<file path="config.mk">
export PLATFORM = sky130hd
export DESIGN_NAME = pfsi_front
export DESIGN_NICKNAME = d
export VERILOG_FILES = /design/src/hdl/pfsi_pkg.sv /design/src/hdl/pfsi_front.sv
export SDC_FILE = /design/constraint.sdc
export NUM_CORES = 2
export LEC_CHECK = 0
export BUFFER_PORTS_ARGS = -buffer_cell sky130_fd_sc_hd__buf_2
export CELL_PAD_IN_SITES_DETAIL_PLACEMENT = 0
export CELL_PAD_IN_SITES_GLOBAL_PLACEMENT = 2
export CORE_MARGIN = 10
export CORE_UTILIZATION = 43
export DETAILED_ROUTE_END_ITERATION = 10
export PLACE_DENSITY_LB_ADDON = 0.1
export SETUP_SLACK_MARGIN = 0.5
export SLEW_MARGIN = 20
export SYNTH_ARGS = -nofsm -noshare
export SYNTH_HDL_FRONTEND = slang
export SYNTH_SLANG_ARGS = --single-unit
</file>
<file path="constraint.sdc">
create_clock -name clk -period 20.8 [get_ports clk]
set_clock_uncertainty 0.15 [all_clocks]
set_input_delay 2.08 -clock clk [delete_from_list [all_inputs] [get_ports clk]]
set_output_delay 2.08 -clock clk [all_outputs]
set_load 0.02 [all_outputs]
</file>
<file path="src/hdl/pfsi_pkg.sv">
// ----------------------------------------------------------------------------
// pfsi_pkg: shared constants and types
// Widths, mode codes and the queue entry type of the spline path follower.
// ----------------------------------------------------------------------------
package pfsi_pkg;

  localparam int MaxPoints = 64;
  localparam int CoordBits = 32;
  localparam int TFracBits = 16;
  localparam int SlotBits  = 6;
  localparam int CntBits   = 7;
  localparam int SpeedBits = 24;
  localparam int DtBits    = 32;
  localparam int MaxWhole  = 255;

  // Interpolation mode codes.
  localparam logic [1:0] MODE_HOLD    = 2'd0;
  localparam logic [1:0] MODE_LINEAR  = 2'd1;
  localparam logic [1:0] MODE_CATMULL = 2'd2;

  // Register indexes of the configuration port.
  localparam logic [1:0] REG_SPEED   = 2'd0;
  localparam logic [1:0] REG_MODE    = 2'd1;
  localparam logic [1:0] REG_FORWARD = 2'd2;
  localparam logic [1:0] REG_COUNT   = 2'd3;

  // One classified tick handed from the front end to the back end.
  typedef struct packed {
    logic [7:0]           whole;
    logic [TFracBits-1:0] t_frac;
  } tick_t;

  // Floor of 1000.0 in Q16.16, saturated to the coordinate range.
  localparam logic [CoordBits-1:0] Z_SHORT = 32'd65536000;

endpackage

</file>
<file path="src/hdl/pfsi_front.sv">
// ----------------------------------------------------------------------------
// pfsi_front: tick front end
// Accepts items, writes points, advances the fraction and queues ticks.
// ----------------------------------------------------------------------------
module pfsi_front (
  input  logic                            clk,
  input  logic                            rst,
  input  logic                            in_valid,
  output logic                            in_stall,
  input  logic                            cmd,
  input  logic [pfsi_pkg::SlotBits-1:0]   point_slot,
  input  logic [pfsi_pkg::CoordBits-1:0]  point_x,
  input  logic [pfsi_pkg::CoordBits-1:0]  point_y,
  input  logic [pfsi_pkg::CoordBits-1:0]  point_z,
  input  logic [pfsi_pkg::DtBits-1:0]     delta_time,
  input  logic [pfsi_pkg::SpeedBits-1:0]  speed,
  input  logic                            busy,
  output logic                            pt_we,
  output logic [pfsi_pkg::SlotBits-1:0]   pt_waddr,
  output logic [3*pfsi_pkg::CoordBits-1:0] pt_wdata,
  output logic                            q_valid,
  output pfsi_pkg::tick_t                 q_data,
  input  logic                            q_pop
);
  import pfsi_pkg::*;

  localparam int ProdBits = DtBits + SpeedBits;

  // Stage 1 register: product of time and speed.
  logic                 p_valid;
  logic [ProdBits-1:0]  prod;
  logic [TFracBits-1:0] t_frac;
  logic [TFracBits-1:0] t_frac_next;
  logic [7:0]           whole_next;
  logic [ProdBits-TFracBits:0] sum;
  logic                 accept;

  // Two-entry queue toward the back end.
  tick_t                q_mem [2];
  logic                 q_wp, q_rp;
  logic [1:0]           q_cnt;

  // Stall while a product is in flight or the queue has no room for it.
  // A point write also waits until every earlier tick has read its points.
  assign in_stall = p_valid || (q_cnt == 2'd2) ||
                    (cmd && ((q_cnt != 2'd0) || busy));
  assign accept   = in_valid && !in_stall;

  assign pt_we    = accept && cmd;
  assign pt_waddr = point_slot;
  assign pt_wdata = {point_z, point_y, point_x};

  // Advance of the fraction and saturation of whole units.
  assign sum = {1'b0, prod[ProdBits-1:DtBits-TFracBits]} +
               {{(ProdBits-TFracBits-TFracBits+1){1'b0}}, t_frac};
  assign t_frac_next = sum[TFracBits-1:0];
  assign whole_next  = (sum[ProdBits-TFracBits:TFracBits] > MaxWhole) ? 8'(MaxWhole)
                       : sum[TFracBits+7:TFracBits];

  assign q_valid = (q_cnt != 2'd0);
  assign q_data  = q_mem[q_rp];

  // Product register, fraction state and queue control.
  always_ff @(posedge clk) begin
    if (rst) begin
      p_valid <= 1'b0;
      t_frac  <= '0;
      q_wp    <= 1'b0;
      q_rp    <= 1'b0;
      q_cnt   <= 2'd0;
    end else begin
      p_valid <= accept && !cmd;
      if (accept && !cmd) begin
        prod <= ProdBits'(delta_time) * ProdBits'(speed);
      end
      if (p_valid) begin
        t_frac <= t_frac_next;
        q_mem[q_wp] <= '{whole: whole_next, t_frac: t_frac_next};
        q_wp <= !q_wp;
      end
      if (q_pop) begin
        q_rp <= !q_rp;
      end
      q_cnt <= q_cnt + {1'b0, p_valid} - {1'b0, q_pop};
    end
  end

endmodule

</file>
[Word level (Yosys, flattened, before mapping)]
Memory sizes are Yosys's and may differ from the RTL's. A register that Yosys moved wholly into a read port is not among the register bits.
Cells that the tools add are included.
Storage, ports and cells
  bits of input ports: 164
  logic and storage cells: 33
  memories: 1
  RAM bits: 48
  flip-flop bits (word level): 77
Memory list
  q_mem: words 2, width 24, read ports 1, clocked after memory_dff 1, write ports 1, line pfsi_front.sv:39  | tick_t q_mem [2];
Operators by class
  bitwise operators: 1
  equal/unequal tests: 1
  mux-type cells: 6
  add/sub/neg operators: 3
  $mul: 1
  $lt $le $gt $ge: 1
  reduce and logical (&&, ||, !) cells: 13
Operator list (count)
  32-bit by 24-bit multiplier with 56-bit output: 1
  40-bit by 16-bit adder with 41-bit output: 1
  25-bit by 8-bit greater-than comparator with 1-bit output, second input constant: 1
  8-bit two-way mux: 1
  1-bit two-way mux: 5
  1-bit logical AND: 4
  1-bit logical NOT: 4
  1-bit logical OR: 3
  2-bit by 1-bit adder with 2-bit output: 1
  2-bit == test, second input constant: 1
  2-bit AND reduction: 1
  2-bit nonzero test: 1
  2-bit by 1-bit subtractor with 2-bit output: 1
  1-bit NOT: 1

[Depth between registers and ports, before layout]
  word-level depth: 8
  mapped depth: 25
  gate-level depth less buffers: 24

[Worst setup path before layout]
No wires, ideal clock.
  kind: input to register
  from: input port speed[3] (netlist name)
  to: register prod[48], data pin
  data required time: 20.385 ns
  stages: 24
  setup time: 0.265 ns
  arrival: 8.304 ns
  setup slack: 12.081 ns
  path through: clkbuf_1 -> nand2_1 -> fa_1 -> inv_1 -> fa_1 -> inv_1 -> fa_1 -> fa_1 -> inv_1 -> fa_1 -> fa_1 -> inv_1 -> fa_1 -> inv_1 -> ha_1 -> a21oi_1 -> o211ai_1 -> a211oi_1 -> a211oi_2 -> a211oi_1 -> o31ai_1 -> a221oi_1 -> o21ai_0 -> xor2_1
On the way
  longest elaborated chain between the ends: 1
Ends and longest elaborated chain
  start, declared: line pfsi_front.sv:16  | input logic [pfsi_pkg::SpeedBits-1:0] speed,
  32-bit by 24-bit multiplier with 56-bit output: line pfsi_front.sv:74  | prod <= ProdBits'(delta_time) * ProdBits'(speed);
  end signal, assigned: line pfsi_front.sv:74
  end, declared: line pfsi_front.sv:31  | logic [ProdBits-1:0] prod;
Every way passes these cells.
A chain may end at the register's enable or synchronous reset.

[Worst setup path after layout]
  from: input port speed[2] (netlist name)
  to: register prod[48], data pin
The elaborated chain is that of the path after synthesis.

==> flow_metrics.tcl <==
set metrics [dict create \
    status "finished, final reports clean" \
    cts_root_buf "clkbuf_16" \
    yosysMostFrequentCell "inv_1" \
    critical_path.startpoint_type "input pin" \
    final_nets 4044 \
    num_io_pins 293 \
    final-hold-violation-count 0 \
    crit_chain "buf_2 -> and2_1 -> fa_1 -> fa_1 -> inv_1 -> fa_1 -> fa_1 -> inv_1 -> fa_1 -> fa_1 -> inv_1 -> fa_1 -> inv_1 -> ha_1 -> a211oi_1 -> o21ai_0 -> a32oi_1 -> o22ai_1 -> a211oi_1 -> o31ai_1 -> a221oi_1 -> o21ai_0 -> xor2_1" \
    syn_avg_cell_area_sq_um 9.39 \
    cts_buffers 9 \
    synth.distinct_cells 67 \
    hpwl_mm 63.0 \
    crit_fanout 32 \
    totalWireLength_mm 85.6 \
    finalCritPeriodShare 0.462 \
    slowest_delay_ns 0.70 \
    reg2reg_slack_ns 16.90 \
    worstSetupPathDepth 23 \
    design_area_sq_mm 0.0304 \
    clk-insertion-delay-late_ns 0.37 \
    cp.arrival_ns 9.58 \
    syn2layout_area_growth_pct 2.05 \
    cp_slowest_cell "buf_2" \
    grt_pass1_vias 22700 \
    dieWidth_um 283 \
    path_buf_inv 5 \
    synth_edf_count 88 \
    cp_common_cell "fa_1" \
    drt-initial-drc-count 1216 \
    syn_area_sq_mm 0.0298 \
    ys_async_sr_fraction 0 \
    h-tree-depth 3 \
    finalSetupViolations 0 \
    grt_use_met2 0.326 \
    cp_data_required_time_ns 20.77 \
    drc 0 \
    holdCritStartpoint "t_frac[11]" \
    gp_congestion 0.825 \
    cts_max_path_buffers 2 \
    slew_viol_final 0 \
    fmax_mhz 104 \
    synth_common_cells "inv_1 (728), fa_1 (658), nand2_1 (425), and2_1 (380), ha_1 (196)" \
    vias_per_cell 5.13 \
    first_pass_iters 5 \
    numPortBuffers 88 \
    synth_top_area_frac 0.442 \
    grt_use_met1 0.324 \
    grtUsageTotal 0.216 \
    hold_class "reg -> reg" \
    row_count 96 \
    wl_per_cell_um 21.6 \
    max-slew-margin-rel 0.317 \
    seq_area_frac_synth 0.103 \
    r2r-end "q_mem[1][21]" \
    fin_util 0.443 \
    ys_warn_count 0 \
    start_util 0.434 \
    synth_flop_cell "edfxtp_1" \
    r2r_start "prod[16]" \
    grt_pass1_wl_mm 135 \
    synth_cells 3176 \
    synth_area_leader_cell "fa_1" \
    dpl_cell_area_sq_mm 0.0301 \
    die_area_sq_mm 0.0803 \
    fin_crit_ns 9.61 \
    core_area_sq_mm 0.0687 \
    cts_hold_buf 0 \
    vias 20300 \
    critical_path.top_delay_family "adder cells" \
    tns_ns 0 \
    use_met3 0.0370 \
    maxCapViolations 0 \
    worst_setup_path_end_kind "flop" \
    worst_pin_slew_ns 1.02 \
    syn_nets 4194 \
    antenna_found_initial 3 \
    rsz0062_at_grt "no" \
    drive_above_1_share 0.0501 \
    cts_resized 0 \
    synth_area_leaders "fa_1 (44%), inv_1 (9.2%), edfxtp_1 (8.9%)" \
    busiest_layer "met2" \
    cts_setup_buffers 0 \
    holdPathStages 2 \
    hold_path_end "t_frac[11]" \
    reg2reg_depth 12 \
    die_h_um 283 \
    cts_tree "done" \
    cts.sinks 110 \
    synth-seq-cells 110 \
    drtAntennaViolNets 0 \
    grt_max_degree 41 \
    criticalPathCategory "in -> reg" \
    path_clk_slew_ns 0.07 \
    overflow 0 \
]
worst max path at each step:
stage / startpoint / end / slack [ns]
after floorplan: speed[3] / prod[48] / 12.08
after global placement: speed[1] / prod[48] / 11.02
after detailed placement: speed[1] / prod[48] / 10.88
after CTS: speed[1] / prod[48] / 11.26
after global routing: speed[4] / prod[48] / 10.84
final: speed[2] / prod[48] / 11.19
layer usage:
layer / vias to the layer above / wire length, um
met4: 2 / 1020
met1: 10700 / 41900
met3: 63 / 5530
met5: - / 18
li1: 8967 / -
met2: 646 / 37100
worst min-delay path, cell delays in order, from the launching register on:
cell,delay [ns]
dfxtp_1,0.32
nand2b_1,0.07
a21oi_1,0.06
per-stage QoR:
| step | cells | hold slack (ns) | setup slack (ns) |
|---|---|---|---|
| 6_report | 3965 | 0.344 | 11.19 |
| 5_1_grt | 3962 | 0.377 | 10.84 |
| 4_1_cts | 3962 | 0.344 | 11.26 |
| 3_5_place_dp | 3946 | 0.329 | 10.88 |
| 3_3_place_gp | 3946 | 0.324 | 11.02 |
| 2_1_floorplan | 3176 | 0.304 | 12.08 |
final cells by class:
| class | count | area [sq um] |
|---|---|---|
| Fill cell | 6836 | 38300 |
| Multi-Input combinational cell | 2085 | 22700 |
| Sequential cell | 110 | 3080 |
| Inverter | 728 | 2730 |
| Tap cell | 931 | 1160 |
| Timing Repair Buffer | 92 | 470 |
| Clock buffer | 10 | 250 |
| Clock inverter | 6 | 50.0 |
| Antenna cell | 3 | 7.51 |
registers in the layout, indices dropped and copies added (netlist names), named ones only:
name,count
p_valid,1
prod,40
q_cnt,2
q_mem,48
q_rp,1
t_frac,16
q_wp,1
placed cells by master (no fill, tap or decap), drive strengths merged, types with 5 or more instances in the layout:
master and instances:
inv 730, o2111ai 5, nor2 49, fa 658, clkbuf 10, ha 196
mux2i 17, o211ai 6, mux2 24, o21bai 14, a211oi 14, nor2b 7
o21a 8, and3 10, edfxtp 88, buf 92, nand4 10, nor4 8
xnor2 46, nor3 10, dfxtp 22, and2 380, xor2 24, nand2 425
o21ai 23, nand2b 7, a21o 26, nand3 22, a21oi 46
logic make-up after synthesis:
kind of cell               Yosys count  share of synthesized area
and+or+nand+nor                    944                      0.158
muxes                               41                     0.0148
xor gates and xnor gates            70                     0.0206
adders and majority gates          854                      0.524
AOI/OAI and AO/OA                  176                     0.0422
DFF                                110                      0.103
buffers and inverters              981                      0.137
Power is not shown: default switching activity piles up to over one toggle a cycle in this logic, so the estimate is an artifact.
