`src/hdl/pfsi_ram.sv`:
```
// ----------------------------------------------------------------------------
// pfsi_ram: generic two-port RAM
// One write port and one read port, read data registered.
// ----------------------------------------------------------------------------
module pfsi_ram #(
  parameter int Width = 8,
  parameter int Depth = 16
) (
  input  logic                     clk,
  input  logic                     we,
  input  logic [$clog2(Depth)-1:0] waddr,
  input  logic [Width-1:0]         wdata,
  input  logic [$clog2(Depth)-1:0] raddr,
  output logic [Width-1:0]         rdata
);

  logic [Width-1:0] mem [Depth];

  // Storage write and registered read.
  always_ff @(posedge clk) begin
    if (we) begin
      mem[waddr] <= wdata;
    end
    rdata <= mem[raddr];
  end

endmodule

```
`config.mk`:
```
export PLATFORM = sky130hd
export DESIGN_NAME = pfsi_ram
export DESIGN_NICKNAME = d
export VERILOG_FILES = /design/src/hdl/pfsi_ram.sv
export SDC_FILE = /design/constraint.sdc
export NUM_CORES = 1
export LEC_CHECK = 0
export BUFFER_PORTS_ARGS = -buffer_cell sky130_fd_sc_hd__clkbuf_2
export CORE_MARGIN = 2
export CORE_UTILIZATION = 36
export CTS_CLUSTER_DIAMETER = 150
export DETAILED_ROUTE_END_ITERATION = 16
export GPL_TIMING_DRIVEN = 0
export PLACE_DENSITY = 0.54
export SYNTH_ARGS = -nofsm -noshare
export SYNTH_HDL_FRONTEND = slang
export SYNTH_SLANG_ARGS = --single-unit
```
`constraint.sdc`:
```
create_clock -name clk -period 2 [get_ports clk]
set_input_delay 0.4 -clock clk [delete_from_list [all_inputs] [get_ports clk]]
set_output_delay 0.4 -clock clk [all_outputs]
set_load 0.02 [all_outputs]
```
# --- After elaboration in Yosys (flattened, before gate mapping) ---
# Memories as Yosys holds them, arrays and structs flattened. A register that Yosys moved wholly into a read port is not among the register bits.
# Index checks and enable logic that the tools add are counted.
totals:
  input_bits: 18
  latch_bits: 0
  register_bits: 0
  out_inout_bits: 8
  word_cells: 3
  n_memories: 1
  ram_bits: 128
  romBits: 0
op_classes:
  eq_ne: 0
  n_div: 0
  addsub: 0
  n_shift: 0
  bitwise_logic: 0
  reduce_logical: 0
  n_mux: 2
  n_lt_le_gt_ge: 0
  mul: 0
memory_table:
  columns: ["memory", "words", "width", "read_ports", "rd_ports_with_merged_regs", "write_ports", "line_no", "rtl"]
  rows:
  - ["mem", 16, 8, 1, 1, 1, "17", "logic [Width-1:0] mem [Depth];"]
ops:
  columns: ["op", "count"]
  rows:
  - ["2-to-1 mux 1 bit", 2]

# --- Depth between registers and ports, before layout ---
# Gate-level depths: netlist of the first run.
depth:
  depth_word: 2
  ltp_mapped: 5
  mapped_depth_nobuf: 3

# --- Worst setup path before layout of the first run ---
# Ideal clock, no wire load.
synth_path:
  path_kind: "in2reg"
  start: "input port waddr[2]"
  end: "memory mem[0][0] (enable)"
  t_arrival_ns: 1.510
  t_required_ns: 1.617
  path_slack_ns: 0.107
  path_stages: 2
  setup_time_ns: 0.383
  n_path_buf: 0
  cell_sequence: "or3b_2 > nor3_1"
synth_rtl:
  columns: ["item", "line_no", "rtl"]
  rows:
  - ["start: declaration", "11", "input logic [$clog2(Depth)-1:0] waddr,"]
  - ["end: declaration", "17", null]
# No word-level cell before the write port.

# --- Final worst setup path of the first run ---
layout_path:
  start: "input port waddr[2]"
  end: "memory mem[3][2] (enable)"
# No word-level cell before the write port.

==> results.tsv, run 1 <==
stage	metric	value	unit
setup_path	cp-start-kind	primary input	
synthesis	synth_area_per_cell	22.48	um2
timing	layout_setup_ws	0.3292	ns
clock_network	cts.root.buffer_cell	clkbuf_16	
global_routing	grt_max_degree	17	
synthesis	yosys_warnings	0	
synthesis	syn-num-nets	247	
layout	drive_gt1_frac	0.2721	
clock_network	numClockSinks	136	
power	seqPwrFrac	0.527	
worst_hold_path	holdCritPathClass	primary input to flip-flop	
global_routing	overflow	0	
clock_network	insertion_delay	0.41	ns
timing	min_period	1.671	ns
clock_network	post_cts_buffers	0	
layout	multi_input_area	0.001072	mm2
timing	slew_headroom	0.4111	
place	dp_hpwl	6.637	mm
routing	drtIter0Drc	192	
clock_network	numCtsBuffers	17	
power	ir_drop	785.5	uV
floorplan	coreArea	0.01393	mm2
layout	final_nets	291	
power	p_comb_frac	0.055	
floorplan	boundaryPins	26	
timing	drv_slew	0	
place	io_buffers	24	
timing	hold_viol_final	0	
power	clkPwrFrac	0.418	
timing	setup_viol	0	
place	place_ws	-0.4958	ns
synthesis	synth_cells	229	
setup_path	r2r-end	rdata[2]$_DFF_P_	
setup_path	crit_slowest_cell	nor2_1	
layout	final_common_cell	edfxtp_1	
routing	vias	2369	
setup_path	worst_ep_required_time	2.03	ns
setup_path	slowest_delay	0.67	ns
setup_path	worstPathCellList	clkbuf_2, or3b_2, nor2_1	
routing	wirelength	10.40	mm
synthesis	ys_ff_latch	136	
power	p_leak	1.985	nW
layout	seq_area	0.004004	mm2
place	gp_congestion	0.7647	
clock_network	htreeDepth	4	
floorplan	die_x	123.6	um
global_routing	grt_first_pass_wirelength	15.51	mm
synthesis	syn_area	0.005147	mm2
routing	drc_errors	0	
floorplan	dieArea	0.01527	mm2
power	switching_power	0.001237	W
run_status	outcome	complete, no violations	
clock_network	cts_buffer_depth	2	
clock_network	path_clk_slew	0.05	ns
place	dp.cells	434	
timing	clock-skew-final	0.007621	ns
global_routing	grt_usage	0.1534	
timing	tightest_slew	0.8802	ns
setup_path	cp-endpoint	mem[3][2]$_DFFE_PP_	
routing	wl_per_cell	22.45	um
routing	ant_nets	0	
setup_path	cp_max_fo	8	
timing	period_share	0.8354	
routing	viasPerCell	5.117	
setup_path	rrSetupSlack	0.43	ns
setup_path	reg2reg_from	mem[1][2]$_DFFE_PP_	
synthesis	ys_seq_area_frac	0.7778	
place	post_dp_cell_area	0.005500	mm2
layout	syn2layout_area_growth	16.36	%
layout	num_antenna_cells	0	
setup_path	ff2ff_path_depth	3	
layout	n_fill_cell	1212	
layout	finish.instance_area	0.005989	mm2
setup_path	path_class	primary input to flip-flop	
layout	final_cell_mix	edfxtp_1 (128), clkbuf_2 (24), mux4_2 (18), clkbuf_16 (17), a22oi_1 (16)	
clock_network	cts_tree	yes	
flow_run	maxCapViolCount	0	
clock_network	cts_hold_buf	0	
power	swShare	0.2036	
floorplan	start_util	0.3694	
setup_path	cp-startpoint	waddr[2]	
global_routing	grt_pass1_vias	2482	
setup_path	cp-end-kind	flip-flop	
floorplan	fp-row-count	43	
global_routing	antenna_found_initial	0	
floorplan	dieHeight	123.6	um
power	p_per_area	1014	mW/mm2
timing	fmax	598.5	MHz
layout	instances_no_fill	463	
clock_network	cts_resized	1	
routing	first_pass_iters	4	
power	finalPower	0.006076	W
synthesis	yosysUniqueCellTypes	19	
setup_path	cp.arrival	1.70	ns
power	p_int	0.004839	W
timing	finalSetupTns	0	ns
timing	rsz0062_at_grt	no	
[cell families (layout without fill, tap and decap cells)]
kind of cell / Yosys count / in the layout / share of synthesized area
compound gates: 16 / 16 / 0.02334
buf+inv: 10 / 64 / 0.01677
mux: 32 / 32 / 0.1502
simple gates: 35 / 35 / 0.03184
flops: 136 / 136 / 0.7778
[how the worst min path moves through the flow]
stage,startpoint,endpoint,cells past startpoint,slack [ns]
final,wdata[5],mem[1][5]$_DFFE_PP_,1,0.47
after global routing,wdata[5],mem[6][5]$_DFFE_PP_,1,0.47
after CTS,wdata[5],mem[0][5]$_DFFE_PP_,1,0.46
after detailed placement,mem[12][1]$_DFFE_PP_,rdata[1]$_DFF_P_,3,0.67
after global placement,mem[15][1]$_DFFE_PP_,rdata[1]$_DFF_P_,3,0.65
after floorplan,wdata[0],mem[0][0]$_DFFE_PP_,0,0.50
[synth_stat cells, drive strengths merged]
cell           number  share of area
nor2b               1         0.0012
or3b                1         0.0017
dfxtp               8          0.031
and2                1         0.0012
clkdlybuf4s25       3         0.0058
nor2               13         0.0095
buf                 7          0.011
and2b               1         0.0015
nand2b              2         0.0024
a22oi              16          0.023
nand3b              2         0.0029
nand3               1        0.00097
edfxtp            128           0.75
nor3                4         0.0039
nand2               9         0.0066
mux4               32           0.15
[registers in the layout (all words and copies together), names as in the netlist]
signal	flops
rdata	8
mem	128
[layout make-up]
cell class,count,share of cell area
multi-input cells,83,0.1790
flip-flops and latches,136,0.6685
clock inverters,9,0.006267
clock buffers,20,0.07291
well taps,180,0.03760
plain buffers,10,0.01441
repair buffers,25,0.02131
[worst max-delay path, delay by kind of cell]
family	cells	cell delay (ns)
AND/OR/NAND/NOR	2	1.19
buffers and inverters	1	0.11
[power by group through the flow]
| stage | Sequential, W | Clock [W] | Combinational, W |
|---|---|---|---|
| floorplan | 0.00328 | 0 | 0.000162 |
| global placement | 0.00326 | 0 | 0.000331 |
| detailed placement | 0.00326 | 0 | 0.000336 |
| CTS | 0.00321 | 0.00259 | 0.000337 |
| global route | 0.00321 | 0.00274 | 0.000358 |
| finish | 0.00320 | 0.00254 | 0.000334 |
[layer usage]
metal | vias up | wire length, um | GRT usage
li1 | 1060 | - | -
met1 | 1228 | 4568 | 0.2153
met2 | 72 | 4947 | 0.2287
met3 | 9 | 774 | 0.05220
met4 | 0 | 105 | 0.04474
met5 | - | 0 | 0
[metrics by stage]
stage / hold WS, ns / util
floorplan: 0.4989 / -
CTS: 0.4648 / 0.4291
global placement: 0.6482 / 0.3942
detailed placement: 0.6659 / 0.3947
finish: 0.4734 / 0.4298
global route: 0.4689 / 0.4298
Note: power is estimated with default switching activity, not from simulation.
==> run 2: changes to the inputs <==
- clock period: 2 -> 1.6 ns (I/O delays scaled with it)
==> run 2 against run 1 <==
Effect of this change: clock power grew 89%; critical path depth did not move; non-clock buffer count shrank 1; sequential power is 25% higher; via count is 1.4% higher; register-to-register slack got worse by 0.30 ns; sequential share of layout area shrank 2.9 points; largest cell class unchanged; highest routed layer unchanged.
==> results.tsv, run 2 (same netlist as run 1, synthesis figures left out) <==
stage	metric	value	unit	change
run_status	outcome	complete, no violations		
place	place_ws	-0.5501	ns	-0.05431 ns
floorplan	coreArea	0.01393	mm2	unchanged
global_routing	grt_pass1_vias	2432		-2.0%
routing	wl_per_cell	21.99	um	-2.1%
routing	vias	2401		+1.4%
layout	final_cell_mix	edfxtp_1 (128), clkbuf_2 (24), mux4_2 (18), clkbuf_16 (17)		
worst_hold_path	holdCritPathClass	primary input to flip-flop		
timing	slew_headroom	0.4396		+0.02850
layout	final_common_cell	edfxtp_1		
place	dp_hpwl	6.525	mm	-1.7%
clock_network	cts_tree	yes		
layout	reg_top3	mem x128, rdata x8		
timing	layout_setup_ws	0.07172	ns	-0.2575 ns
place	io_buffers	24		unchanged
global_routing	antenna_found_initial	0		unchanged
setup_path	crit_family	simple AND/OR/NAND/NOR gates		
setup_path	cp_max_fo	8		unchanged
clock_network	path_clk_slew	0.06	ns	about the same
power	p_per_area	1472	mW/mm2	+45%
clock_network	cts_hold_buf	0		unchanged
worst_hold_path	hp-start	wdata[6]		
timing	period_share	0.9552		
layout	drive_gt1_frac	0.3228		+0.05072
timing	fmax	654.3	MHz	
routing	drtIter0Drc	148		-23%
layout	registers.top_by_ff_count	mem		
setup_path	cp-end-kind	flip-flop		
flow_run	maxCapViolCount	0		unchanged
power	ir_drop	789.6	uV	+0.52%
clock_network	post_cts_buffers	0		unchanged
timing	hold_viol_final	0		unchanged
setup_path	slowest_delay	0.60	ns	-0.07 ns
layout	finish.instance_area	0.006259	mm2	+4.5%
timing	min_period	1.528	ns	
setup_path	crit_cells	3		unchanged
timing	drv_slew	0		unchanged
routing	drc_errors	0		unchanged
timing	tightest_slew	0.8376	ns	-0.04259 ns
routing	wirelength	10.22	mm	-1.7%
clock_network	cts_resized	4		+3
setup_path	worst_ep_required_time	1.65	ns	-0.38 ns
floorplan	fp-row-count	43		unchanged
routing	ant_nets	0		unchanged
timing	finalSetupTns	0	ns	unchanged
power	p_leak	2.095	nW	+5.5%
clock_network	cts.root.buffer_cell	clkbuf_16		
place	gp_congestion	0.7749		+1.3%
place	dp.cells	433		-0.23%
timing	setup_viol	0		unchanged
setup_path	crit_slowest_cell	nor3_2		
clock_network	htreeDepth	4		unchanged
clock_network	insertion_delay	0.42	ns	about the same
setup_path	worstPathCellList	clkbuf_2, or3b_2, nor3_2		
worst_hold_path	hold_depth	1		unchanged
layout	num_antenna_cells	0		unchanged
layout	largest_register_ffs	128		unchanged
place	post_dp_cell_area	0.005498	mm2	about the same
setup_path	cp.arrival	1.58	ns	-0.12 ns
floorplan	dieHeight	123.6	um	unchanged
setup_path	cp-startpoint	waddr[2]		
layout	syn2layout_area_growth	21.58	%	
timing	clock-skew-final	0.004971	ns	-0.002651 ns
global_routing	grt_usage	0.1506		-0.002735
timing	whs	0.3683	ns	-0.1051 ns
floorplan	die_x	123.6	um	unchanged
global_routing	grt_first_pass_wirelength	15.10	mm	-2.6%
global_routing	grt_max_degree	17		unchanged
floorplan	dieArea	0.01527	mm2	unchanged
global_routing	overflow	0		unchanged
layout	instances_no_fill	465		+0.43%
routing	viasPerCell	5.163		+0.91%
setup_path	ff2ff_path_depth	3		unchanged
clock_network	numClockSinks	136		unchanged
layout	final_nets	290		-0.34%
setup_path	cp-start-kind	primary input		
clock_network	cts_buffer_depth	2		unchanged
routing	first_pass_iters	4		unchanged
floorplan	boundaryPins	26		unchanged
setup_path	path_class	primary input to flip-flop		
floorplan	start_util	0.3694		unchanged
clock_network	numCtsBuffers	17		unchanged
timing	rsz0062_at_grt	no		
setup_path	path_buf_inv	1		unchanged
setup_path	reg2reg_from	mem[1][0]$_DFFE_PP_		
run 2: changes by cell type in the layout (fill, tap and decap cells not counted), moves of 2 or more:
cell / previous run / this run
clkinv_1: 6 / 2
a22oi_2: 0 / 2
nor2_1: 13 / 10
nor2_2: 0 / 3
clkbuf_1: 3 / 0
bufinv_16: 0 / 9
a22oi_1: 16 / 14
clkinvlp_4: 0 / 2
run 2: final cells by class:
type                       count  area [um2]
buffer                        10       86.33
tap                          180       225.2
fill                        1138        7676
multi-input combinational     83        1095
sequential                   136        4004
clock buffer                  17       425.4
clock inverter                15       302.8
timing repair buffer          24       120.1
run 2: final timing paths:
check | endpoint | slack [ns]
max reg2reg | rdata[0]$_DFF_P_ | 0.13
min reg2reg | rdata[2]$_DFF_P_ | 0.68
max | mem[0][1]$_DFFE_PP_ | 0.07
min | mem[7][6]$_DFFE_PP_ | 0.37
run 2: worst reg2reg max path, delay by kind of cell (launching register included):
family,cells,cell delay [ns]
muxes,1,0.54
DFF,1,0.34
AOI/OAI and AO/OA,1,0.33
and+or+nand+nor,1,0.13
run 2: through the flow:
step / power (W) / util
2_1_floorplan: 0.004306 / -
3_3_place_gp: 0.004485 / 0.3945
3_5_place_dp: 0.004496 / 0.3945
4_1_cts: 0.009297 / 0.4481
5_1_grt: 0.009465 / 0.4491
6_report: 0.009215 / 0.4491
run 2: where the power goes:
group	internal (W)	switching, W
Sequential	0.00399	0.0000188
Combinational	0.000160	0.000258
Clock	0.00337	0.00142
run 2: per-layer routing:
metal / part of all wire / global-route usage / up-vias / wire length [um]
met2: 0.48 / 0.2260 / 74 / 4913
li1: - / - / 1063 / -
met4: 0.023 / 0.07102 / 0 / 231
met1: 0.43 / 0.1926 / 1246 / 4380
met3: 0.068 / 0.05952 / 18 / 698
met5: 0 / 0 / - / 0
==> run 3: changes to the inputs <==
- ABC_AREA: not set -> 1
- PLACE_DENSITY: 0.54 -> 0.53
==> run 3 against run 2 <==
Effect of this change: clock power decreased by 16%; synthesized cell count up 140%; first-iteration DRC count grew 100%; non-clock buffer count is 12 higher; wire length rose by 39%; fmax grew 9.4%; flip-flop and latch count unchanged; core utilization is 2.1 points lower; sequential power hardly changed; via count up 56%; critical path type unchanged.
==> results.tsv, run 3 <==
stage	metric	value	unit	change
synthesis	async_flop_share	0		unchanged
clock_network	numCtsBuffers	17		unchanged
run_status	outcome	complete, no violations		
timing	tightest_slew	1.052	ns	+0.2142 ns
synthesis	yosysUniqueCellTypes	12		-7
setup_path	cp.arrival	1.42	ns	-0.16 ns
routing	ant_nets	0		unchanged
floorplan	start_util	0.3657		-0.003722
clock_network	cts_hold_buf	0		unchanged
power	p_per_area	1266	mW/mm2	-14%
synthesis	synth_cells	551		+140%
clock_network	cts_resized	0		-4
global_routing	grt_usage	0.1789		+0.02824
global_routing	grt_max_degree	17		unchanged
clock_network	cts_tree	yes		
timing	rsz0062_at_grt	no		
clock_network	cts.root.buffer_cell	clkbuf_16		
routing	wl_per_cell	17.27	um	-21%
synthesis	ys_ff_latch	136		unchanged
power	finalPower	0.008553	W	-7.2%
clock_network	numClockSinks	136		unchanged
synthesis	ys_dominant_reg_cell	edfxtp_1		
floorplan	coreArea	0.01577	mm2	+13%
layout	drive_gt1_frac	0.1256		-0.1972
routing	viasPerCell	4.563		-12%
synthesis	yosysTopAreaCellShare	0.6665		-0.08020
setup_path	cp-end-kind	flip-flop		
timing	layout_setup_ws	0.2026	ns	+0.1308 ns
layout	num_antenna_cells	0		unchanged
timing	fmax	715.6	MHz	+9.4%
routing	drc_errors	0		unchanged
clock_network	post_cts_buffers	0		unchanged
clock_network	insertion_delay	0.41	ns	about the same
timing	hold_viol_final	0		unchanged
timing	drv_slew	0		unchanged
floorplan	fp-row-count	46		+7.0%
synthesis	synth_most_common_cell	nand2_1		
layout	largest_register_ffs	128		unchanged
global_routing	grt_first_pass_wirelength	21.50	mm	+42%
layout	final_cell_mix	nand2_1 (173), edfxtp_1 (128), inv_1 (100), nand3_1 (97), clkbuf_2 (22)		
synthesis	synth_area_per_cell	10.47	um2	-53%
synthesis	syn-num-nets	569		+130%
layout	final_nets	610		+110%
setup_path	worst_ep_required_time	1.63	ns	-0.02 ns
clock_network	path_clk_slew	0.06	ns	about the same
clock_network	cts_buffer_depth	2		unchanged
layout	registers.top_by_ff_count	mem		
timing	setup_viol	0		unchanged
setup_path	cp_max_fo	8		unchanged
synthesis	yosysTopAreaCell	edfxtp_1		
layout	syn2layout_area_growth	17.18	%	
synthesis	synth.cells.most_frequent	nand2_1 (173), edfxtp_1 (128), inv_1 (100)		
clock_network	htreeDepth	4		unchanged
layout	reg_top3	mem x128, rdata x8		
synthesis	ys_seq_area_frac	0.6943		-0.08354
routing	drtIter0Drc	296		+100%
global_routing	overflow	0		unchanged
worst_hold_path	hold_depth	4		+3
timing	period_share	0.8734		-0.08178
floorplan	dieHeight	130.6	um	+5.7%
floorplan	die_x	130.6	um	+5.7%
synthesis	yosys_warnings	0		unchanged
flow_run	maxCapViolCount	0		unchanged
layout	instances_no_fill	821		+77%
timing	slew_headroom	0.2962		-0.1434
routing	first_pass_iters	5		+1
layout	final_common_cell	nand2_1		
global_routing	grt_pass1_vias	3751		+54%
floorplan	boundaryPins	26		unchanged
timing	min_period	1.397	ns	-0.1308 ns
routing	wirelength	14.18	mm	+39%
routing	vias	3746		+56%
place	gp_congestion	0.8608		+11%
place	dp.cells	789		+82%
setup_path	path_class	primary input to flip-flop		
power	ir_drop	656.9	uV	-17%
synthesis	syn_area	0.005767	mm2	+12%
place	place_ws	-0.2501	ns	+0.3000 ns
worst_hold_path	holdCritPathClass	primary input to flip-flop		
timing	clock-skew-final	0.01558	ns	+0.01061 ns
global_routing	antenna_found_initial	0		unchanged
place	io_buffers	22		-8.3%
setup_path	ff2ff_path_depth	6		+3
synthesis	synth_edf_count	128		unchanged
place	dp_hpwl	9.235	mm	+42%
floorplan	dieArea	0.01705	mm2	+12%
synthesis	synth.area.top_cells	edfxtp_1 (67%), nand2_1 (11%), nand3_1 (8.4%), inv_1 (6.5%), dfxtp_1 (2.8%)		
power	p_leak	2.913	nW	+39%
setup_path	cp-start-kind	primary input		
## run 3: changes by cell type in the layout (fill, tap and decap cells not counted), moves of 4 or more
cell,change
mux4_1,-14
nand3_1,+96
nor2_1,+7
nor3_2,-4
mux4_2,-18
nand2_1,+164
inv_1,+100
a22oi_1,-14
buf_2,+10
bufinv_16,-5
## run 3: area by class of cell
class	count	area, um2
Buffer	24	166.4
Clock buffer	18	429.2
Clock inverter	14	181.4
Fill cell	1546	9012
Inverter	102	382.9
Multi-Input combinational cell	289	1214
Sequential cell	136	4004
Tap cell	216	270.3
Timing Repair Buffer	22	110.1
## run 3: power breakdown
| part | switching [W] | internal [W] |
|---|---|---|
| combinational | 0.000394 | 0.000152 |
| clock | 0.00141 | 0.00259 |
| sequential | 0.0000192 | 0.00398 |
| total | 0.00183 | 0.00673 |
## run 3: cell families (layout without fill, tap and decap cells)
family | Yosys count | in the layout | share of synthesized area
AND/OR/NAND/NOR | 289 | 289 | 0.2105
flip-flops | 136 | 136 | 0.6943
buffers and inverters | 126 | 180 | 0.09525
## run 3: final timing paths
kind	start	slack (ns)	endpoint
worst max-delay path	waddr[0]	0.20	mem[12][4]$_DFFE_PP_
worst min-delay path	raddr[2]	0.34	rdata[1]$_DFF_P_
worst max register to register	mem[13][0]$_DFFE_PP_	0.52	rdata[0]$_DFF_P_
worst min register to register	mem[4][1]$_DFFE_PP_	0.69	rdata[1]$_DFF_P_
## run 3: layer usage
layer  track usage  wire length, um  vias up
li1              -                -     1853
met1        0.2377             6375     1752
met2        0.2779             6622      116
met3       0.03135              663       25
met4        0.1033              515        0
met5             0                0        -
## run 3: critical path, stage by stage
cell and delay [ns]:
clkbuf_2 0.10, inv_1 0.07, nand2_1 0.11, nor2_1 0.82
## run 3: metrics by stage
step                utilization  TNS (ns)  instance area (um2)  hold WS, ns
detailed placement       0.3898    -14.30                 6147       0.6810
finish                   0.4285         0                 6758       0.3408
global placement         0.3898    -11.13                 6147       0.6889
floorplan                     -         0                 5767       0.4189
global route             0.4285         0                 6758       0.3630
CTS                      0.4285         0                 6758       0.3197
