<file path="src/hdl/pfsi_pkg.sv">
// ----------------------------------------------------------------------------
// pfsi_pkg: shared constants and types
// Widths, mode codes and the queue entry type of the spline path follower.
// ----------------------------------------------------------------------------
package pfsi_pkg;

  localparam int MaxPoints = 64;
  localparam int CoordBits = 32;
  localparam int TFracBits = 16;
  localparam int SlotBits  = 6;
  localparam int CntBits   = 7;
  localparam int SpeedBits = 24;
  localparam int DtBits    = 32;
  localparam int MaxWhole  = 255;

  // Interpolation mode codes.
  localparam logic [1:0] MODE_HOLD    = 2'd0;
  localparam logic [1:0] MODE_LINEAR  = 2'd1;
  localparam logic [1:0] MODE_CATMULL = 2'd2;

  // Register indexes of the configuration port.
  localparam logic [1:0] REG_SPEED   = 2'd0;
  localparam logic [1:0] REG_MODE    = 2'd1;
  localparam logic [1:0] REG_FORWARD = 2'd2;
  localparam logic [1:0] REG_COUNT   = 2'd3;

  // One classified tick handed from the front end to the back end.
  typedef struct packed {
    logic [7:0]           whole;
    logic [TFracBits-1:0] t_frac;
  } tick_t;

  // Floor of 1000.0 in Q16.16, saturated to the coordinate range.
  localparam logic [CoordBits-1:0] Z_SHORT = 32'd65536000;

endpackage

</file>
<file path="src/hdl/pfsi_back.sv">
// ----------------------------------------------------------------------------
// pfsi_back: segment stepper and interpolator
// Steps the index, reads points and evaluates linear or Catmull-Rom sums.
// ----------------------------------------------------------------------------
module pfsi_back (
  input  logic                             clk,
  input  logic                             rst,
  input  logic                             q_valid,
  input  pfsi_pkg::tick_t                  q_data,
  output logic                             q_pop,
  output logic                             busy,
  input  logic [1:0]                       interp_mode,
  input  logic                             forwards,
  input  logic [pfsi_pkg::CntBits-1:0]     point_count,
  output logic [pfsi_pkg::SlotBits-1:0]    pt_raddr,
  input  logic [3*pfsi_pkg::CoordBits-1:0] pt_rdata,
  output logic                             out_valid,
  input  logic                             out_stall,
  output logic [pfsi_pkg::CoordBits-1:0]   pos_x,
  output logic [pfsi_pkg::CoordBits-1:0]   pos_y,
  output logic [pfsi_pkg::CoordBits-1:0]   pos_z,
  output logic [pfsi_pkg::SlotBits-1:0]    segment,
  output logic                             too_short
);
  import pfsi_pkg::*;

  localparam int AccBits = CoordBits + 8;
  localparam int MulBits = AccBits + TFracBits + 1;

  typedef enum logic [6:0] {
    S_IDLE  = 7'b0000001,
    S_STEP  = 7'b0000010,
    S_READ  = 7'b0000100,
    S_LOAD  = 7'b0001000,
    S_HORN  = 7'b0010000,
    S_NEXT  = 7'b0100000,
    S_OUT   = 7'b1000000
  } state_t;

  state_t state;
  logic [SlotBits-1:0]  seg;
  logic [7:0]           whole;
  logic [TFracBits-1:0] t;
  logic [CntBits-1:0]   n;
  logic [1:0]           rcnt;     // points fetched so far
  logic [1:0]           hstep;    // Horner step
  logic [1:0]           axis;
  logic signed [CoordBits-1:0] pts [4][3];
  logic signed [CoordBits-1:0] last [3];
  logic signed [AccBits-1:0]   acc;
  logic                 shortp;
  logic                 linear;

  logic [CntBits-1:0]   limit;
  logic [CntBits-1:0]   seg_inc;
  logic signed [CoordBits-1:0] p0, p1, p2, p3;
  logic signed [AccBits-1:0]   k3, k2, k1, k0, addend;
  logic signed [MulBits-1:0]   prod;
  logic signed [AccBits-1:0]   acc_next;
  logic signed [AccBits-1:0]   half;
  logic signed [CoordBits-1:0] res;
  logic [1:0]                  pidx;

  assign n     = (point_count > CntBits'(MaxPoints)) ? CntBits'(MaxPoints) : point_count;
  assign limit = linear ? n - 7'd1 : n - 7'd3;
  assign seg_inc = {1'b0, seg} + 7'd1;

  // Point order for the current axis, reversed when running backwards.
  always_comb begin
    if (forwards) begin
      p0 = pts[0][axis]; p1 = pts[1][axis]; p2 = pts[2][axis]; p3 = pts[3][axis];
    end else if (linear) begin
      p0 = pts[1][axis]; p1 = pts[0][axis]; p2 = pts[0][axis]; p3 = pts[0][axis];
    end else begin
      p0 = pts[3][axis]; p1 = pts[2][axis]; p2 = pts[1][axis]; p3 = pts[0][axis];
    end
  end

  // Coefficients and one Horner step: acc*t floored, plus next coefficient.
  assign k3 = -AccBits'(p0) + 3*AccBits'(p1) - 3*AccBits'(p2) + AccBits'(p3);
  assign k2 = 2*AccBits'(p0) - 5*AccBits'(p1) + 4*AccBits'(p2) - AccBits'(p3);
  assign k1 = AccBits'(p2) - AccBits'(p0);
  assign k0 = 2*AccBits'(p1);
  always_comb begin
    case (hstep)
      2'd0:    addend = k2;
      2'd1:    addend = k1;
      default: addend = k0;
    endcase
  end
  assign prod     = MulBits'(acc) * $signed({1'b0, t});
  assign acc_next = AccBits'(prod >>> TFracBits) + addend;
  assign half     = acc >>> 1;
  assign res = linear ?
    ((acc > AccBits'(32'sh7FFFFFFF)) ? 32'sh7FFFFFFF :
     (acc < -AccBits'(33'sh80000000)) ? 32'sh80000000 : CoordBits'(acc)) :
    ((half > AccBits'(32'sh7FFFFFFF)) ? 32'sh7FFFFFFF :
     (half < -AccBits'(33'sh80000000)) ? 32'sh80000000 : CoordBits'(half));

  assign pidx  = rcnt - 2'd1;
  assign q_pop = (state == S_IDLE) && q_valid;
  assign busy  = (state != S_IDLE);
  assign pos_x = last[0];
  assign pos_y = last[1];
  assign pos_z = last[2];
  assign segment = seg;

  // Sequencer: whole-unit steps, point fetch, Horner evaluation per axis.
  always_ff @(posedge clk) begin
    if (rst) begin
      state     <= S_IDLE;
      seg       <= '0;
      out_valid <= 1'b0;
      too_short <= 1'b0;
      for (int j = 0; j < 3; j++) last[j] <= '0;
    end else begin
      case (state)
        S_IDLE: begin
          if (q_valid) begin
            whole  <= q_data.whole;
            t      <= q_data.t_frac;
            linear <= (interp_mode == MODE_LINEAR);
            if (interp_mode == MODE_LINEAR) begin
              if (n < 7'd2) begin
                seg <= '0; shortp <= 1'b1; state <= S_OUT;
              end else begin
                shortp <= 1'b0;
                state  <= S_STEP;
              end
            end else if (interp_mode == MODE_CATMULL) begin
              if (n < 7'd4) begin
                seg <= SlotBits'(1); shortp <= 1'b1; state <= S_OUT;
              end else begin
                if (seg == '0) seg <= SlotBits'(1);
                shortp <= 1'b0;
                state  <= S_STEP;
              end
            end else begin
              shortp <= 1'b0;
              state  <= S_OUT;
            end
          end
        end
        S_STEP: begin
          if (whole != 8'd0) begin
            whole <= whole - 8'd1;
            seg <= (seg_inc >= limit) ? (linear ? '0 : SlotBits'(1)) : seg_inc[SlotBits-1:0];
          end else begin
            if ({1'b0, seg} >= limit) seg <= linear ? '0 : SlotBits'(1);
            rcnt  <= 2'd0;
            state <= S_READ;
          end
        end
        S_READ: begin
          rcnt <= rcnt + 2'd1;
          if (rcnt != 2'd0) begin
            for (int j = 0; j < 3; j++)
              pts[pidx][j] <= pt_rdata[j*CoordBits +: CoordBits];
          end
          if (rcnt == (linear ? 2'd1 : 2'd3)) state <= S_LOAD;
        end
        S_LOAD: begin
          for (int j = 0; j < 3; j++)
            pts[linear ? 2'd1 : 2'd3][j] <= pt_rdata[j*CoordBits +: CoordBits];
          axis  <= 2'd0;
          state <= S_NEXT;
        end
        S_NEXT: begin
          hstep <= linear ? 2'd2 : 2'd0;
          if (axis == 2'd3) begin
            state <= S_OUT;
          end else if (linear) begin
            acc   <= AccBits'(p1) - AccBits'(p0);
            state <= S_HORN;
          end else begin
            acc   <= k3;
            state <= S_HORN;
          end
        end
        S_HORN: begin
          if (linear) begin
            acc <= AccBits'(prod >>> TFracBits) + AccBits'(p0);
          end else begin
            acc <= acc_next;
          end
          hstep <= hstep + 2'd1;
          if (hstep == 2'd3) begin
            last[axis] <= res;
            axis  <= axis + 2'd1;
            state <= S_NEXT;
          end else begin
            state <= S_HORN;
          end
        end
        S_OUT: begin
          if (!out_valid) begin
            out_valid <= 1'b1;
            too_short <= shortp;
            if (shortp) last[2] <= Z_SHORT;
          end else if (!out_stall) begin
            out_valid <= 1'b0;
            state     <= S_IDLE;
          end
        end
        default: state <= S_IDLE;
      endcase
    end
  end

  // Table read address: segment plus the point offset being fetched.
  assign pt_raddr = linear ? seg + SlotBits'(rcnt)
                           : seg - SlotBits'(1) + SlotBits'(rcnt);

endmodule

</file>
<file path="config.mk">
export PLATFORM = sky130hd
export DESIGN_NAME = pfsi_back
export DESIGN_NICKNAME = d
export VERILOG_FILES = /design/src/hdl/pfsi_pkg.sv /design/src/hdl/pfsi_back.sv
export SDC_FILE = /design/constraint.sdc
export NUM_CORES = 2
export LEC_CHECK = 0
export BUFFER_PORTS_ARGS = -buffer_cell sky130_fd_sc_hd__buf_2
export CAP_MARGIN = 10
export CORE_MARGIN = 5
export CORE_UTILIZATION = 52
export DETAILED_ROUTE_END_ITERATION = 10
export PLACE_DENSITY = 0.69
export REMOVE_ABC_BUFFERS = 1
export SYNTH_ARGS = -nofsm -noshare
export SYNTH_HDL_FRONTEND = slang
export SYNTH_SLANG_ARGS = --single-unit
</file>
<file path="constraint.sdc">
create_clock -name clk -period 9 [get_ports clk]
set_clock_uncertainty 0.1 [all_clocks]
set_input_delay 1.8 -clock clk [delete_from_list [all_inputs] [get_ports clk]]
set_output_delay 1.8 -clock clk [all_outputs]
set_load 0.1 [all_outputs]
</file>
== Word level (Yosys, flattened, before mapping) ==
Memory sizes are Yosys's and may differ from the RTL's.
Cells that the tools add are included.

* $lt $le $gt $ge: 10
* Reduce and logical (&&, ||, !) cells: 20
* Mux-type cells: 96
* Multiply operators: 4
* Eq/ne operators: 26
* Add/sub/neg operators: 22
* Bitwise logic cells: 4

{| class="wikitable"
|+ Operators with widths
! cell !! number
|-
| 2-to-1 mux 32 bit || 22
|-
| binary-select mux 32 bit (select 2 bit) || 4
|-
| one-hot mux 40 bit (2 select lines) || 2
|-
| 2-to-1 mux 40 bit || 3
|-
| 2-to-1 mux 96 bit || 1
|-
| OR reduction 96 bit || 1
|-
| 2-to-1 mux 7 bit || 12
|-
| adder 40 x 32 -> 40 bit || 2
|-
| multiplier 3 x 32 -> 35 bit (first input constant) || 2
|-
| 2-to-1 mux 6 bit || 11
|-
| subtractor 32 x 32 -> 33 bit || 2
|-
| multiplier 40 x 17 -> 56 bit || 1
|-
| one-hot mux 7 bit (7 select lines) || 1
|-
| adder 40 x 35 -> 40 bit || 1
|-
| adder 40 bit || 1
|-
| greater-than comparator 40 x 32 -> 1 bit (second input constant) || 1
|-
| less-than comparator 40 x 32 -> 1 bit (second input constant) || 1
|-
| negation 32 -> 40 bit || 1
|-
| subtractor 40 x 35 -> 40 bit || 1
|-
| greater-than comparator 39 x 32 -> 1 bit (second input constant) || 1
|-
| less-than comparator 39 x 32 -> 1 bit (second input constant) || 1
|-
| subtractor 38 x 32 -> 39 bit || 1
|-
| adder 37 x 34 -> 38 bit || 1
|-
| subtractor 33 x 36 -> 37 bit || 1
|-
| 51 further kinds || 107
|}

* Memories kept: 2
* Logic and storage cells: 196
* Flip-flop bits (word level): 87
* Input bits: 134
* RAM bits: 480
* Output and inout bits: 112

{| class="wikitable"
|+ Memories
! memory !! words !! width !! rd ports !! clocked after Yosys merged registers in !! wr ports !! RTL line !! source
|-
| pts || 4 || 96 || 4 || 0 || 1 || pfsi_back.sv:48 || <nowiki>logic signed [CoordBits-1:0] pts [4][3];</nowiki>
|-
| last || 3 || 32 || 3 || 0 || 3 || pfsi_back.sv:49 || <nowiki>logic signed [CoordBits-1:0] last [3];</nowiki>
|}

== Longest topological paths before layout ==
* Word-level depth: 14
* Mapped depth: 42
* Depth with buffers taken out: 39

== Worst setup path before layout ==
Ideal clock, no wire load.

* Path kind: input-to-reg
* Start: input port forwards
* End: register acc[39], data pin
* Buffers on the path: 5
* Library setup time: 255 ps
* Data required time: 8,645 ps
* Arrival time: 9,120 ps
* Cell stages on the path: 34
* Slack: -475 ps
* Cells stage by stage: clkbuf_1 > clkbuf_1 > clkbuf_1 > buf_1 > clkbuf_1 > mux2i_1 > ha_1 > inv_1 > fa_1 > inv_1 > fa_1 > inv_1 > ha_1 > a2111oi_0 > o21ai_1 > a41oi_2 > a31oi_1 > o211ai_1 > o21ai_0 > a21oi_1 > xnor2_1 > a221oi_1 > a22oi_1 > ha_1 > a21o_1 > a21o_1 > a21o_1 > a21o_1 > a21oi_1 > o21ai_0 > a2111oi_0 > nor3_1 > a21o_1 > a31o_1

* Word-level cells in the longest chain between the ends: 9
* Elaborated cells on any way between the ends: 23
* Classes of those cells: add/sub: 11; mul: 3; mux: 9

{| class="wikitable"
|+ RTL lines
! what !! RTL line !! source
|-
| from (decl) || pfsi_back.sv:13 || <nowiki>input logic forwards,</nowiki>
|-
| 2-to-1 mux 32 bit || pfsi_back.sv:70 || <nowiki>if (forwards) begin</nowiki>
|-
| multiplier 4 x 32 -> 36 bit || pfsi_back.sv:81 || <nowiki>assign k2 = 2*AccBits'(p0) - 5*AccBits'(p1) + 4*AccBits'(p2) - AccBits'(p3);</nowiki>
|-
| subtractor 33 x 36 -> 37 bit || pfsi_back.sv:81 ||
|-
| adder 37 x 34 -> 38 bit || pfsi_back.sv:81 ||
|-
| subtractor 38 x 32 -> 39 bit || pfsi_back.sv:81 ||
|-
| one-hot mux 40 bit (2 select lines) || pfsi_back.sv:85 || <nowiki>case (hstep)</nowiki>
|-
| adder 40 bit || pfsi_back.sv:92 || <nowiki>assign acc_next = AccBits'(prod >>> TFracBits) + addend;</nowiki>
|-
| 2-to-1 mux 40 bit || pfsi_back.sv:181 || <nowiki>if (linear) begin</nowiki>
|-
| one-hot mux 40 bit (2 select lines) * || pfsi_back.sv:117 || <nowiki>case (state)</nowiki>
|-
| to (signal assigned) || pfsi_back.sv:176 || <nowiki>acc <= k3;</nowiki>
|-
| to (signal assigned) || pfsi_back.sv:182 || <nowiki>acc <= AccBits'(prod >>> TFracBits) + AccBits'(p0);</nowiki>
|-
| to (signal assigned) || pfsi_back.sv:184 || <nowiki>acc <= acc_next;</nowiki>
|-
| to (decl) || pfsi_back.sv:50 || <nowiki>logic signed [AccBits-1:0] acc;</nowiki>
|}

Mark *: on every way between the ends. The rest lies on a longest branch, timed or not. The select of a mux whose other input is x is not followed.
A chain may end at the register's enable or synchronous reset.

== Worst setup path in the final report ==
* Start: register t[5]
* End: register acc[23], data pin

* Word-level cells in the longest chain between the ends: 4
* Elaborated cells on any way between the ends: 5
* Classes of those cells: add/sub: 2; mul: 1; mux: 2

{| class="wikitable"
|+ RTL lines
! what !! RTL line !! source
|-
| from (decl) || pfsi_back.sv:43 || <nowiki>logic [TFracBits-1:0] t;</nowiki>
|-
| from (signal assigned) || pfsi_back.sv:121 || <nowiki>t <= q_data.t_frac;</nowiki>
|-
| multiplier 40 x 17 -> 56 bit * || pfsi_back.sv:91 || <nowiki>assign prod = MulBits'(acc) * $signed({1'b0, t});</nowiki>
|-
| adder 40 bit or adder 40 x 32 -> 40 bit (tied branches) || pfsi_back.sv:92, pfsi_back.sv:182 ||
|-
| 2-to-1 mux 40 bit * || pfsi_back.sv:181 ||
|-
| one-hot mux 40 bit (2 select lines) * || pfsi_back.sv:117 ||
|}

Mark *: on every way between the ends. The rest lies on a longest branch, timed or not.

==> flow_summary.json <==
{
  "drc_errors": 0,
  "crit-reg2reg-launch": "t[5]$_DFFE_PP_",
  "place_area_um2": 71200,
  "synthesis.area_um2": 64200,
  "areaGrowthSynthToFinish_pct": 16.8,
  "synthArstFlopShare_pct": 0,
  "finalMaxSlewViolations": 0,
  "cts.sinks": 567,
  "drive_gt1_share_pct": 16.2,
  "multi_input_area_um2": 42300,
  "wirelength_um": 165000,
  "worstSkewPairLatency_ns": 0.68,
  "synth.area.top_cells": "fa_1 26%, edfxtp_1 26%, ha_1 9.3%",
  "root_buffer": "clkbuf_16",
  "drt-initial-drc-count": 3477,
  "cp_max_fo": 5,
  "row_count": 129,
  "grt-ovfl-total": 0,
  "crit_slowest_cell": "fa_1",
  "grt_usage_pct": 24.6,
  "drv_cap": 0,
  "die_y_um": 361,
  "hold_start": "too_short$_SDFFE_PP0P_",
  "worstPathArrival_ns": 9.36,
  "setup_viol": 0,
  "fmax_mhz": 112,
  "num_vias": 49000,
  "status": "complete, no violations",
  "clock_path_buffers": 3,
  "worstSetupPathType": "reg -> reg",
  "yosysTopAreaCell": "fa_1",
  "dpl.hpwl_um": 131000,
  "setup_tns_ns": 0,
  "layout_setup_ws_ns": 0.0380,
  "start_util_pct": 52.1,
  "fp.dieArea_um2": 131000,
  "utilization_pct": 60.9,
  "cts_made_buffers": 57,
  "ios": 246,
  "min_to": "too_short$_SDFFE_PP0P_",
  "antenna_found_initial": 3,
  "synth_edf_count": 552,
  "synth_ff_type": "edfxtp_1",
  "synth.ff_latch_count": 567,
  "drt_first_pass_iters": 6,
  "worst_setup_path_end_kind": "register",
  "hp-class": "reg -> reg",
  "io_buffers": 245,
  "fp.dieW_um": 361,
  "grt_max_degree": 97,
  "hold_viol": 0,
  "htreeDepth": 2,
  "cts_tree": "yes",
  "place_worst_setup_slack_ns": -0.676,
  "fill_cells": 10100,
  "clk_pin_slew_ns": 0.08,
  "nets": 8783,
  "grt_setup_unrepaired": "true",
  "min_path_cells": 2,
  "reg2reg_slack_ns": 0.04,
  "cp.required_ns": 9.40,
  "grt_pass1_vias": 49800,
  "gp_congestion": 0.937,
  "design_area_um2": 75000,
  "critPathMostFrequentCell": "buf_4",
  "yosys_warnings": 0,
  "grt_pass1_wl_um": 262000,
  "startpoint_type": "register",
  "r2r_cells": 46,
  "syn_area_per_cell_um2": 9.63,
  "worst_pin_slew_ns": 1.21,
  "core_um2": 123000,
  "r2r-end": "acc[23]$_DFFE_PP_",
  "period_needed_ns": 8.96,
  "yosys.cell_types.count": 84,
  "min_period_over_period_pct": 99.6,
  "synthCells": 6667,
  "avgRoutedWirePerCell_um": 18.3,
  "ys_seq_area_share_pct": 26.3,
  "ant_nets": 0,
  "cts_hold_buf": 0,
  "regArea_um2": 16900,
  "critical-path-max-stage-delay_ns": 0.54,
  "relSlewSlack_pct": 19.0,
  "via_per_inst": 5.43,
  "synth_top_area_share_pct": 25.8
}
==> cells in the final DEF (no fill, tap or decap), types with 17 or more instances in the layout <==
| cell | netlist | final |
|---|---|---|
| o21a_1 | 38 | 38 |
| o211ai_1 | 17 | 17 |
| a21oi_1 | 370 | 344 |
| a21o_1 | 145 | 145 |
| buf_4 | 0 | 590 |
| inv_1 | 1261 | 1251 |
| xnor2_1 | 130 | 128 |
| nand2b_1 | 61 | 61 |
| buf_12 | 0 | 34 |
| fa_1 | 829 | 813 |
| clkbuf_16 | 0 | 69 |
| nor2_1 | 287 | 275 |
| ha_1 | 477 | 461 |
| nand4_1 | 34 | 34 |
| a211oi_1 | 59 | 50 |
| and3_1 | 28 | 27 |
| o21bai_1 | 24 | 24 |
| nand3_1 | 33 | 30 |
| nor2b_1 | 49 | 47 |
| nor4b_1 | 28 | 26 |
| xor2_1 | 73 | 72 |
| nand2_1 | 709 | 705 |
| and2_1 | 251 | 243 |
| edfxtp_1 | 552 | 552 |
| a21oi_2 | 0 | 24 |
| a31oi_1 | 34 | 31 |
| nor3_1 | 42 | 38 |
| o21ai_1 | 11 | 30 |
| o21ai_0 | 346 | 316 |
| mux2i_1 | 186 | 185 |
| buf_6 | 0 | 32 |
| nor4_1 | 62 | 61 |
| mux2_2 | 26 | 26 |
| buf_2 | 17 | 244 |
==> Yosys cell counts (all sizes together), types with 13 or more instances <==
library cell,count
nor2,287
dfxtp,15
nor4b,28
fa,829
nand2,709
a21oi,370
and2,251
o21a,38
nor4,62
o21bai,24
a31oi,34
xnor2,130
inv,1261
edfxtp,552
ha,477
a21boi,13
nand2b,61
buf,39
o221ai,16
and3,28
clkbuf,265
a21o,145
xor2,73
nor3,43
o22ai,16
a211oi,59
nand3,33
mux2i,186
nor2b,49
mux2,26
o21ai,358
o211ai,17
nand4,35
==> registers in the layout, summed over array words and instances, names as in the netlist <==
name / flops
linear: 1
out_valid: 1
last: 96
too_short: 1
whole: 8
hstep: 2
t: 16
shortp: 1
acc: 40
state: 7
rcnt: 2
segment: 6
pts: 384
axis: 2
==> layout make-up <==
| cell class | instances | area share [%] |
|---|---|---|
| Antenna cell | 1 | 0.00334 |
| Multi-Input combinational cell | 4535 | 56.4 |
| Sequential cell | 567 | 22.5 |
| Inverter | 1261 | 6.31 |
| Clock inverter | 37 | 0.477 |
| Timing Repair Buffer | 921 | 9.57 |
| Clock buffer | 69 | 1.96 |
| Tap cell | 1637 | 2.73 |
==> routing by layer <==
| layer | GRT usage [%] | vias up | routed length [µm] |
|---|---|---|---|
| met5 | 0 | - | 29 |
| met4 | 4.98 | 4 | 3470 |
| met3 | 3.57 | 221 | 11500 |
| met2 | 40.2 | 1565 | 77300 |
| met1 | 35.2 | 24100 | 73100 |
| li1 | - | 23100 | - |
==> cells by family after synthesis <==
family                     share of synthesized area [%]
xor gates and xnor gates                            2.77
adders and majority gates                           35.1
and+or+nand+nor                                     12.1
DFF                                                 26.3
buffers and inverters                               9.18
AOI/OAI and AO/OA                                   11.2
muxes                                               3.36
==> metrics by stage <==
step,hold slack (ns),cells
floorplan,0.413,6363
global placement,0.379,8832
detailed placement,0.384,8832
CTS,0.397,8957
global route,0.405,9028
finish,0.398,9028
==> critical path: cells and delay by family, from the launching register on <==
kind / cells / cell delay [ns]
flip-flops: 1 / 0.42
AO/OA/AOI/OAI: 10 / 1.47
AND/OR/NAND/NOR: 8 / 0.77
adder cells (fa/ha/maj): 8 / 3.66
XOR/XNOR: 2 / 0.28
buffers and inverters: 18 / 2.08
==> how the worst max path moves through the flow <==
stage | depth (start not counted) | startpoint | slack (ns) | endpoint
finish | 46 | t[5]$_DFFE_PP_ | 0.04 | acc[23]$_DFFE_PP_
global route | 40 | t[5]$_DFFE_PP_ | -0.24 | acc[39]$_DFFE_PP_
CTS | 36 | acc[7]$_DFFE_PP_ | 0.004 | acc[36]$_DFFE_PP_
detailed placement | 36 | forwards | -0.68 | acc[39]$_DFFE_PP_
global placement | 36 | forwards | -0.55 | acc[39]$_DFFE_PP_
floorplan | 34 | axis[1]$_SDFFCE_PN0P_ | -8.75 | acc[39]$_DFFE_PP_
==> timing repair <==
action	CTS	global route
pin swaps	19	97
setup endpoints to repair	6	18
gates resized for setup	42	208
gates cloned	0	12
setup buffers	19	59
Power is left out: the tool's default activity adds up to more than one toggle a clock period on the data nets, which glitch-free logic cannot reach.
